**config.mk**
```make
export PLATFORM = sky130hd
export DESIGN_NAME = password_class_profiler_unit_flat
export DESIGN_NICKNAME = d
export VERILOG_FILES = /design/src/pcp_pkg.sv /design/src/pcp_if.sv /design/src/pcp_char_class.sv /design/src/pcp_tally.sv /design/src/password_class_profiler_unit.sv /design/src/flat_wrapper.sv
export SDC_FILE = /design/constraint.sdc
export NUM_CORES = 1
export LEC_CHECK = 0
export BUFFER_PORTS_ARGS = -buffer_cell sky130_fd_sc_hd__buf_4
export CAP_MARGIN = 20
export CORE_ASPECT_RATIO = 1.2
export CORE_MARGIN = 3
export CORE_UTILIZATION = 54
export DETAILED_ROUTE_END_ITERATION = 10
export PLACE_DENSITY = 0.77
export SKIP_LAST_GASP = 1
export SYNTH_ARGS = -nofsm -noshare
export SYNTH_HDL_FRONTEND = slang
export SYNTH_SLANG_ARGS = --single-unit
```
**constraint.sdc**
```tcl
create_clock -name clk -period 3.9 [get_ports clk]
set_input_delay 0.39 -clock clk [delete_from_list [all_inputs] [get_ports clk]]
set_output_delay 0.39 -clock clk [all_outputs]
set_load 0.01 [all_outputs]
```
**src/pcp_pkg.sv**
```systemverilog
package pcp_pkg;

	localparam int CHAR_W = 8;
	localparam int OUT_W = 8;
	localparam int TOTAL_W = 32;
	localparam int CFG_IDX_W = 8;
	localparam int CFG_DATA_W = 8;

	localparam logic [CHAR_W-1:0] CH_DIGIT_LO = 8'h30;
	localparam logic [CHAR_W-1:0] CH_DIGIT_HI = 8'h39;
	localparam logic [CHAR_W-1:0] CH_LOWER_LO = 8'h61;
	localparam logic [CHAR_W-1:0] CH_LOWER_HI = 8'h7A;
	localparam logic [CHAR_W-1:0] CH_UPPER_LO = 8'h41;
	localparam logic [CHAR_W-1:0] CH_UPPER_HI = 8'h5A;

	typedef enum logic [2:0] {
		CLS_NONE    = 3'd0,
		CLS_DIGIT   = 3'd1,
		CLS_LOWER   = 3'd2,
		CLS_UPPER   = 3'd3,
		CLS_SPECIAL = 3'd4
	} pcp_class_t;

	typedef enum logic [CFG_IDX_W-1:0] {
		REG_MIN_LENGTH     = 8'd0,
		REG_MIN_SPECIAL    = 8'd1,
		REG_MIN_DIGIT      = 8'd2,
		REG_MIN_LOWER      = 8'd3,
		REG_MIN_UPPER      = 8'd4,
		REG_ADVANCED_LIMIT = 8'd5,
		REG_SIMPLE_LIMIT   = 8'd6
	} pcp_reg_idx_t;

	typedef struct packed {
		logic [CFG_DATA_W-1:0] min_length;
		logic [CFG_DATA_W-1:0] min_special;
		logic [CFG_DATA_W-1:0] min_digit;
		logic [CFG_DATA_W-1:0] min_lower;
		logic [CFG_DATA_W-1:0] min_upper;
		logic [CFG_DATA_W-1:0] advanced_limit;
		logic [CFG_DATA_W-1:0] simple_limit;
	} pcp_cfg_t;

	typedef struct packed {
		logic [OUT_W-1:0]   pass_len;
		logic [OUT_W-1:0]   digit_total;
		logic [OUT_W-1:0]   lower_total;
		logic [OUT_W-1:0]   upper_total;
		logic [OUT_W-1:0]   special_total;
		logic [OUT_W-1:0]   class_runs;
		logic               meets_policy;
		logic               advanced_over;
		logic               simple_over;
		logic [TOTAL_W-1:0] secure_count;
	} pcp_result_t;

endpackage

```
**src/pcp_if.sv**
```systemverilog
interface pcp_char_if import pcp_pkg::*; ();
	logic              valid;
	logic              ready;
	logic [CHAR_W-1:0] char_code;
	logic              last_char;

	modport source (output valid, char_code, last_char, input ready);
	modport sink (input valid, char_code, last_char, output ready);
endinterface

interface pcp_result_if import pcp_pkg::*; ();
	logic               valid;
	logic               ready;
	logic [OUT_W-1:0]   pass_len;
	logic [OUT_W-1:0]   digit_total;
	logic [OUT_W-1:0]   lower_total;
	logic [OUT_W-1:0]   upper_total;
	logic [OUT_W-1:0]   special_total;
	logic [OUT_W-1:0]   class_runs;
	logic               meets_policy;
	logic               advanced_over;
	logic               simple_over;
	logic [TOTAL_W-1:0] secure_count;

	modport source (output valid, pass_len, digit_total, lower_total, upper_total,
		special_total, class_runs, meets_policy, advanced_over, simple_over,
		secure_count, input ready);
	modport sink (input valid, pass_len, digit_total, lower_total, upper_total,
		special_total, class_runs, meets_policy, advanced_over, simple_over,
		secure_count, output ready);
endinterface

interface pcp_cfg_if import pcp_pkg::*; ();
	logic                  valid;
	logic                  ready;
	logic [CFG_IDX_W-1:0]  index;
	logic [CFG_DATA_W-1:0] data;

	modport source (output valid, index, data, input ready);
	modport sink (input valid, index, data, output ready);
endinterface

```
**src/pcp_char_class.sv**
```systemverilog
module pcp_char_class import pcp_pkg::*; (
	input  logic [CHAR_W-1:0] char_code,
	output pcp_class_t        cls
);

	always_comb begin
		case (char_code) inside
			[CH_DIGIT_LO:CH_DIGIT_HI]: cls = CLS_DIGIT;
			[CH_LOWER_LO:CH_LOWER_HI]: cls = CLS_LOWER;
			[CH_UPPER_LO:CH_UPPER_HI]: cls = CLS_UPPER;
			default: cls = CLS_SPECIAL;
		endcase
	end

endmodule

```
**src/pcp_tally.sv**
```systemverilog
module pcp_tally import pcp_pkg::*; #(
	parameter int COUNT_BITS = 8
) (
	input  logic        clk,
	input  logic        arst_n,
	input  logic        step,
	input  pcp_class_t  cls,
	input  logic        last,
	input  pcp_cfg_t    cfg,
	output pcp_result_t result
);

	localparam int CMP_W = (COUNT_BITS > OUT_W) ? COUNT_BITS : OUT_W;
	localparam logic [COUNT_BITS-1:0] CNT_MAX = '1;

	typedef logic [COUNT_BITS-1:0] cnt_t;

	cnt_t       len_q, digit_q, lower_q, upper_q, special_q, runs_q;
	pcp_class_t prev_q;
	logic [TOTAL_W-1:0] secure_q;

	cnt_t len_d, digit_d, lower_d, upper_d, special_d, runs_d;
	logic meets;
	logic [TOTAL_W-1:0] secure_d;

	function automatic cnt_t sat_inc(input cnt_t v);
		return (v == CNT_MAX) ? v : v + cnt_t'(1);
	endfunction

	// Counters wider than the output field show their top value once past it.
	function automatic logic [OUT_W-1:0] to_out(input cnt_t v);
		logic [CMP_W-1:0] ext;
		ext = CMP_W'(v);
		return (ext > CMP_W'({OUT_W{1'b1}})) ? {OUT_W{1'b1}} : ext[OUT_W-1:0];
	endfunction

	always_comb begin
		len_d     = sat_inc(len_q);
		digit_d   = (cls == CLS_DIGIT)   ? sat_inc(digit_q)   : digit_q;
		lower_d   = (cls == CLS_LOWER)   ? sat_inc(lower_q)   : lower_q;
		upper_d   = (cls == CLS_UPPER)   ? sat_inc(upper_q)   : upper_q;
		special_d = (cls == CLS_SPECIAL) ? sat_inc(special_q) : special_q;
		runs_d    = (cls != prev_q)      ? sat_inc(runs_q)    : runs_q;

		meets = (CMP_W'(len_d)     >= CMP_W'(cfg.min_length))
		     && (CMP_W'(special_d) >= CMP_W'(cfg.min_special))
		     && (CMP_W'(digit_d)   >= CMP_W'(cfg.min_digit))
		     && (CMP_W'(lower_d)   >= CMP_W'(cfg.min_lower))
		     && (CMP_W'(upper_d)   >= CMP_W'(cfg.min_upper));

		secure_d = (meets && secure_q != {TOTAL_W{1'b1}}) ? secure_q + TOTAL_W'(1) : secure_q;

		result.pass_len      = to_out(len_d);
		result.digit_total   = to_out(digit_d);
		result.lower_total   = to_out(lower_d);
		result.upper_total   = to_out(upper_d);
		result.special_total = to_out(special_d);
		result.class_runs    = to_out(runs_d);
		result.meets_policy  = meets;
		result.advanced_over = CMP_W'(len_d) > CMP_W'(cfg.advanced_limit);
		result.simple_over   = CMP_W'(runs_d) > CMP_W'(cfg.simple_limit);
		result.secure_count  = secure_d;
	end

	always_ff @(posedge clk or negedge arst_n) begin
		if (!arst_n) begin
			len_q     <= '0;
			digit_q   <= '0;
			lower_q   <= '0;
			upper_q   <= '0;
			special_q <= '0;
			runs_q    <= '0;
			prev_q    <= CLS_NONE;
			secure_q  <= '0;
		end else if (step) begin
			if (last) begin
				// The password is complete, so the per-password state starts afresh.
				len_q     <= '0;
				digit_q   <= '0;
				lower_q   <= '0;
				upper_q   <= '0;
				special_q <= '0;
				runs_q    <= '0;
				prev_q    <= CLS_NONE;
				secure_q  <= secure_d;
			end else begin
				len_q     <= len_d;
				digit_q   <= digit_d;
				lower_q   <= lower_d;
				upper_q   <= upper_d;
				special_q <= special_d;
				runs_q    <= runs_d;
				prev_q    <= cls;
			end
		end
	end

endmodule

```
**src/password_class_profiler_unit.sv**
```systemverilog
// Password class profiler.
// Password bytes arrive on the chars channel, one transaction per byte, with
// last_char set on the final byte. Each byte is classed as digit, lower, upper
// or special and counted; runs of one class are counted as well.
// For every final byte one transaction leaves on the summary channel with the
// length, the four class totals, the run count, the policy verdict, the two
// limit flags and the running total of passwords that met the policy.
// Registers are written over the cfg channel (index, data); it is always ready
// and should only be written while no password is in flight.
// Throughput is one byte per cycle while no final byte waits on a stalled
// summary: a byte is held in the input register while the classifier and
// counter update run, and a final byte's summary is loaded into the output
// register as that byte leaves the input register.
// If the receiver stalls, non-final bytes keep flowing; a final byte waits in
// the input register until the held summary has been taken.
// Reset clears all counters and the secure total, sets the minimums to zero
// and both limits to 255.
module password_class_profiler_unit import pcp_pkg::*; #(
	parameter int COUNT_BITS = 8
) (
	input logic          clk,
	input logic          arst_n,
	pcp_char_if.sink     chars,
	pcp_result_if.source summary,
	pcp_cfg_if.sink      cfg
);

	pcp_cfg_t    cfg_q;
	logic        valid_s1;
	logic [CHAR_W-1:0] char_s1;
	logic        last_s1;
	logic        advance_s1;
	pcp_class_t  cls_s1;
	pcp_result_t result_d;
	pcp_result_t result_q;
	logic        out_valid_q;
	logic        out_load;

	assign cfg.ready = 1'b1;

	always_ff @(posedge clk or negedge arst_n) begin
		if (!arst_n) begin
			cfg_q.min_length     <= '0;
			cfg_q.min_special    <= '0;
			cfg_q.min_digit      <= '0;
			cfg_q.min_lower      <= '0;
			cfg_q.min_upper      <= '0;
			cfg_q.advanced_limit <= '1;
			cfg_q.simple_limit   <= '1;
		end else if (cfg.valid) begin
			case (cfg.index)
				REG_MIN_LENGTH:     cfg_q.min_length     <= cfg.data;
				REG_MIN_SPECIAL:    cfg_q.min_special    <= cfg.data;
				REG_MIN_DIGIT:      cfg_q.min_digit      <= cfg.data;
				REG_MIN_LOWER:      cfg_q.min_lower      <= cfg.data;
				REG_MIN_UPPER:      cfg_q.min_upper      <= cfg.data;
				REG_ADVANCED_LIMIT: cfg_q.advanced_limit <= cfg.data;
				REG_SIMPLE_LIMIT:   cfg_q.simple_limit   <= cfg.data;
				default: ;
			endcase
		end
	end

	// Only a final byte needs room in the output register.
	assign advance_s1  = valid_s1 && (!last_s1 || !out_valid_q || summary.ready);
	assign chars.ready = !valid_s1 || advance_s1;
	assign out_load    = advance_s1 && last_s1;

	always_ff @(posedge clk or negedge arst_n) begin
		if (!arst_n) begin
			valid_s1 <= 1'b0;
		end else if (chars.ready) begin
			valid_s1 <= chars.valid;
		end
	end

	always_ff @(posedge clk) begin
		if (chars.ready && chars.valid) begin
			char_s1 <= chars.char_code;
			last_s1 <= chars.last_char;
		end
	end

	pcp_char_class u_class (
		.char_code (char_s1),
		.cls       (cls_s1)
	);

	pcp_tally #(
		.COUNT_BITS (COUNT_BITS)
	) u_tally (
		.clk    (clk),
		.arst_n (arst_n),
		.step   (advance_s1),
		.cls    (cls_s1),
		.last   (last_s1),
		.cfg    (cfg_q),
		.result (result_d)
	);

	always_ff @(posedge clk or negedge arst_n) begin
		if (!arst_n) begin
			out_valid_q <= 1'b0;
		end else if (out_load) begin
			out_valid_q <= 1'b1;
		end else if (summary.ready) begin
			out_valid_q <= 1'b0;
		end
	end

	always_ff @(posedge clk) begin
		if (out_load) begin
			result_q <= result_d;
		end
	end

	assign summary.valid         = out_valid_q;
	assign summary.pass_len      = result_q.pass_len;
	assign summary.digit_total   = result_q.digit_total;
	assign summary.lower_total   = result_q.lower_total;
	assign summary.upper_total   = result_q.upper_total;
	assign summary.special_total = result_q.special_total;
	assign summary.class_runs    = result_q.class_runs;
	assign summary.meets_policy  = result_q.meets_policy;
	assign summary.advanced_over = result_q.advanced_over;
	assign summary.simple_over   = result_q.simple_over;
	assign summary.secure_count  = result_q.secure_count;

	// A password that met the policy is itself in the secure total.
	a_secure_nonzero: assert property (@(posedge clk) disable iff (!arst_n)
		out_valid_q && result_q.meets_policy |-> result_q.secure_count != '0)
		else $error("secure total is zero on a passing password");

	// Every password has at least one run and never more runs than bytes.
	a_runs_bounded: assert property (@(posedge clk) disable iff (!arst_n)
		out_valid_q |-> (result_q.class_runs != '0)
			&& (result_q.class_runs <= result_q.pass_len))
		else $error("run count out of bounds");

	// A final byte held back by a stalled summary must not be overwritten.
	a_s1_hold: assert property (@(posedge clk) disable iff (!arst_n)
		valid_s1 && !advance_s1 |=> valid_s1 && $stable(char_s1) && $stable(last_s1))
		else $error("input register changed while stalled");

endmodule

```
**src/flat_wrapper.sv**
```systemverilog
// flat-port wrapper written by rule: the top's interface ports become plain ports
module password_class_profiler_unit_flat import pcp_pkg::*;
#(
	parameter int COUNT_BITS = 8
)
  (clk, arst_n, chars_valid, chars_char_code, chars_last_char, chars_ready, summary_valid, summary_pass_len, summary_digit_total, summary_lower_total, summary_upper_total, summary_special_total, summary_class_runs, summary_meets_policy, summary_advanced_over, summary_simple_over, summary_secure_count, summary_ready, cfg_valid, cfg_index, cfg_data, cfg_ready);
  pcp_char_if chars_i ();
  pcp_result_if summary_i ();
  pcp_cfg_if cfg_i ();
  input logic clk;
  input logic arst_n;
  input wire logic [$bits(chars_i.valid)-1:0] chars_valid;
  input wire logic [$bits(chars_i.char_code)-1:0] chars_char_code;
  input wire logic [$bits(chars_i.last_char)-1:0] chars_last_char;
  output wire logic [$bits(chars_i.ready)-1:0] chars_ready;
  output wire logic [$bits(summary_i.valid)-1:0] summary_valid;
  output wire logic [$bits(summary_i.pass_len)-1:0] summary_pass_len;
  output wire logic [$bits(summary_i.digit_total)-1:0] summary_digit_total;
  output wire logic [$bits(summary_i.lower_total)-1:0] summary_lower_total;
  output wire logic [$bits(summary_i.upper_total)-1:0] summary_upper_total;
  output wire logic [$bits(summary_i.special_total)-1:0] summary_special_total;
  output wire logic [$bits(summary_i.class_runs)-1:0] summary_class_runs;
  output wire logic [$bits(summary_i.meets_policy)-1:0] summary_meets_policy;
  output wire logic [$bits(summary_i.advanced_over)-1:0] summary_advanced_over;
  output wire logic [$bits(summary_i.simple_over)-1:0] summary_simple_over;
  output wire logic [$bits(summary_i.secure_count)-1:0] summary_secure_count;
  input wire logic [$bits(summary_i.ready)-1:0] summary_ready;
  input wire logic [$bits(cfg_i.valid)-1:0] cfg_valid;
  input wire logic [$bits(cfg_i.index)-1:0] cfg_index;
  input wire logic [$bits(cfg_i.data)-1:0] cfg_data;
  output wire logic [$bits(cfg_i.ready)-1:0] cfg_ready;
  assign chars_i.valid = chars_valid;
  assign chars_i.char_code = chars_char_code;
  assign chars_i.last_char = chars_last_char;
  assign chars_ready = chars_i.ready;
  assign summary_valid = summary_i.valid;
  assign summary_pass_len = summary_i.pass_len;
  assign summary_digit_total = summary_i.digit_total;
  assign summary_lower_total = summary_i.lower_total;
  assign summary_upper_total = summary_i.upper_total;
  assign summary_special_total = summary_i.special_total;
  assign summary_class_runs = summary_i.class_runs;
  assign summary_meets_policy = summary_i.meets_policy;
  assign summary_advanced_over = summary_i.advanced_over;
  assign summary_simple_over = summary_i.simple_over;
  assign summary_secure_count = summary_i.secure_count;
  assign summary_i.ready = summary_ready;
  assign cfg_i.valid = cfg_valid;
  assign cfg_i.index = cfg_index;
  assign cfg_i.data = cfg_data;
  assign cfg_ready = cfg_i.ready;
  password_class_profiler_unit #(.COUNT_BITS(COUNT_BITS)) u_core (.clk(clk), .arst_n(arst_n), .chars(chars_i), .summary(summary_i), .cfg(cfg_i));
endmodule
```
==> flow_metrics.tcl <==
set metrics [dict create \
    fp-row-count 58 \
    multi_input_area_um2 5600 \
    grt_overflow 0 \
    async_flop_share 0.605 \
    critPathLaunch "u_core.char_s1[3]$_DFFE_PP_" \
    synth_area_per_cell_um2 11.2 \
    fill_cells 1485 \
    fin_ws_ps -97.1 \
    final_util 0.693 \
    synth.area.mux_share 0.0483 \
    synth_edf_count 92 \
    grt_usage 0.228 \
    slew_violations 0 \
    clk_latency_ps 520 \
    gp_congestion 0.905 \
    synth_top_cell_area_share 0.264 \
    clock_skew_ps 8.09 \
    synth_top_cells_by_area "dfrtp_1 (26%), edfxtp_1 (23%), ha_1 (6.7%), mux2_2 (4.7%), xor2_1 (4.2%)" \
    grt_pass1_vias 8899 \
    n_antenna_cell 0 \
    syn_to_final_growth_pct 24.6 \
    synth.net_count 1151 \
    synth_top_cell_by_area "dfrtp_1" \
    dieArea_um2 23700 \
    yosys_register_bits 233 \
    failed_checks "setup timing" \
    dr.pass1.iters 5 \
    synth_top_family_by_area "simple AND/OR/NAND/NOR gates" \
    finalSetupTns_ps -454 \
    regArea_um2 6310 \
    numCtsBuffers 24 \
    port_buffers 114 \
    period_minus_slack_ps 4000 \
    placedCellCount 1447 \
    vias 8817 \
    yosys.area_share.simple 0.146 \
    clockBufferDepth 3 \
    grt_max_degree 95 \
    io_pins 116 \
    setup_violations 12 \
    p_leak_nw 6.81 \
    h-tree-depth 1 \
    post_drt_wl_per_cell_um 19.0 \
    clock-sinks 233 \
    yosys.area_share.xor_xnor 0.0674 \
    power.density_nw_per_um2 403 \
    synth_warnings 0 \
    hold_viol 0 \
    period_share 1.02 \
    antenna_found_initial 0 \
    worstSetupStartpointType "flop" \
    drc 0 \
    clkTransAtPathRegs_ps 60 \
    fmax_ghz 0.250 \
    busiest_layer "met2" \
    rsz0062_at_grt "true" \
    vdd_drop_max_mv 0.386 \
    crit_fanout 6 \
    hold_path_startpoint "chars_char_code[0]" \
    viasPerCell 5.83 \
    drt_iter0_markers 587 \
    dp_hpwl_mm 18.2 \
    status "finished with violations" \
    cp.arrival_ps 4330 \
    required_ps 4240 \
    fin_nets 1317 \
    initial_core_util 0.556 \
    slew_headroom 0.404 \
    r2r_start "u_core.char_s1[3]$_DFFE_PP_" \
    synth.most_common_cell "dfrtp_1" \
    hold_slack_ps 45.7 \
    grt_use_met2 0.397 \
    drive_gt1_frac 0.293 \
    path_class "reg2reg" \
    root_buffer "clkbuf_16" \
    die_w_um 141 \
    cts_tree "done" \
    postRouteAntennaNets 0 \
    worst_slew_pin_slew_ps 894 \
    syn_inst 1058 \
    dieHeight_um 168 \
    endpoint_kind "flop" \
    wl_mm 28.7 \
    synth_fa_ha_area_frac 0.0666 \
    core_area_um2 21300 \
    syn-cell-area_um2 11800 \
    synth_top_flop_cell "dfrtp_1" \
    synth_cell_types 73 \
    yosysSeqAreaShare 0.534 \
    ys_top_cells_by_count "dfrtp_1 (125), nand2_1 (96), edfxtp_1 (92), inv_1 (73), nor2_1 (64)" \
    fin_cells 1512 \
    maxCapViolCount 0 \
    grt_use_met3 0.0344 \
    synth-compound-area-share 0.101 \
    hp-class "in2reg" \
    grtUsageMet1 0.291 \
    grt_pass1_wl_mm 44.4 \
]
==> placed cells by master, fill, tap and decap left out, drive strengths merged, types with 6 or more instances in the layout <==
cell type,Yosys,final
nor3,39,39
o21ai,61,61
nand2b,18,18
o21a,6,6
inv,73,72
a21o,10,10
xor2,57,57
clkbuf,25,36
nor4,9,9
buf,13,173
nand3,33,33
dfstp,16,16
a21oi,27,27
o31a,6,6
a2111oi,6,6
a22o,13,13
xnor2,34,34
nor2b,7,7
and3,17,17
dfrtp,125,125
nand4,21,21
ha,63,63
mux2,49,49
nor2,65,65
nand2,97,97
o31ai,14,14
clkinv,0,10
edfxtp,92,92
or3,6,6
==> per-layer routing <==
metal  part of all wire  vias up
li1                   -     4110
met1               0.39     4348
met2               0.53      291
met3              0.056       68
met4              0.026        0
met5                  0        -
==> critical path, cell delays in order (launching register included) <==
cell and delay [ps]:
edfxtp_1 400, or4_4 570, o22ai_4 240, o21ai_4 120, a41oi_2 200, buf_4 160, nand2_1 80, xnor2_1 290
ha_2 290, o21ai_0 120, nand2b_1 80, nand4b_1 160, a21oi_4 270, nand3_4 200, clkbuf_16 220, nor2_1 140
xor2_1 250
==> stage by stage <==
step           area (um^2)  setup WS, ps  power, mW
2_1_floorplan        11800           214       3.28
3_3_place_gp         13200          31.8       3.60
6_report             14700         -97.1       5.94
5_1_grt              14700          -208       6.20
3_5_place_dp         13200         -75.7       3.62
4_1_cts              14000         0.719       5.93
==> layout make-up <==
class	count	area share
clock buffer	33	0.0459
inverter	73	0.0187
sequential	233	0.428
timing repair buffer	177	0.0975
clock inverter	11	0.00671
multi-input combinational	715	0.380
tap	270	0.0229
==> registers in the layout, indices dropped and copies added, names as in the netlist <==
name                          count
u_core.u_tally.upper_q            8
u_core.char_s1                    8
u_core.summary.upper_total        8
u_core.summary.simple_over        1
u_core.summary.special_total      8
u_core.summary.digit_total        8
u_core.summary.secure_count      32
u_core.u_tally.len_q              8
u_core.summary.advanced_over      1
u_core.valid_s1                   1
u_core.summary.pass_len           8
u_core.summary.lower_total        8
u_core.u_tally.lower_q            8
u_core.last_s1                    1
u_core.u_tally.digit_q            8
u_core.u_tally.secure_q          32
u_core.u_tally.prev_q             3
u_core.u_tally.runs_q             8
u_core.summary.meets_policy       1
u_core.summary.valid              1
u_core.cfg_q                     56
u_core.summary.class_runs         8
u_core.u_tally.special_q          8
==> what timing repair did <==
action,CTS,global route
endpoints found under the setup margin,3,62
setup buffers,2,12
hold buffers,1,0
pin swaps,0,33
gates cloned,0,6
resized for setup,4,89
hold endpoints to repair,5,0
==> where the power goes <==
part	switching, mW	total [mW]	internal, mW
Combinational	0.460	0.833	0.373
Sequential	0.0903	2.82	2.73
Clock	0.949	2.29	1.34
==> path summary, 6_finish.rpt <==
path / endpoint / slack, ps / depth (start not counted)
max reg2reg: u_core.summary.secure_count[4]$_DFFE_PP_ / -100 / 16
min in group asynchronous: u_core.cfg_q[49]$_DFFE_PN0P_ / 540 / 2
max: u_core.summary.secure_count[4]$_DFFE_PP_ / -100 / 16
min reg2reg: u_core.cfg_q[52]$_DFFE_PN0P_ / 500 / 1
min: u_core.char_s1[0]$_DFFE_PP_ / 50 / 1
max in group asynchronous: u_core.u_tally.secure_q[24]$_DFFE_PN0P_ / 2450 / 3
==> kinds of logic after synthesis <==
| logic type | Yosys count |
|---|---|
| other cells | 1 |
| buf+inv | 111 |
| mux | 51 |
| fa+ha+maj | 63 |
| compound gates | 174 |
| flops | 233 |
| simple gates | 334 |
| xor+xnor | 91 |
(Power assumes the default switching activity.)
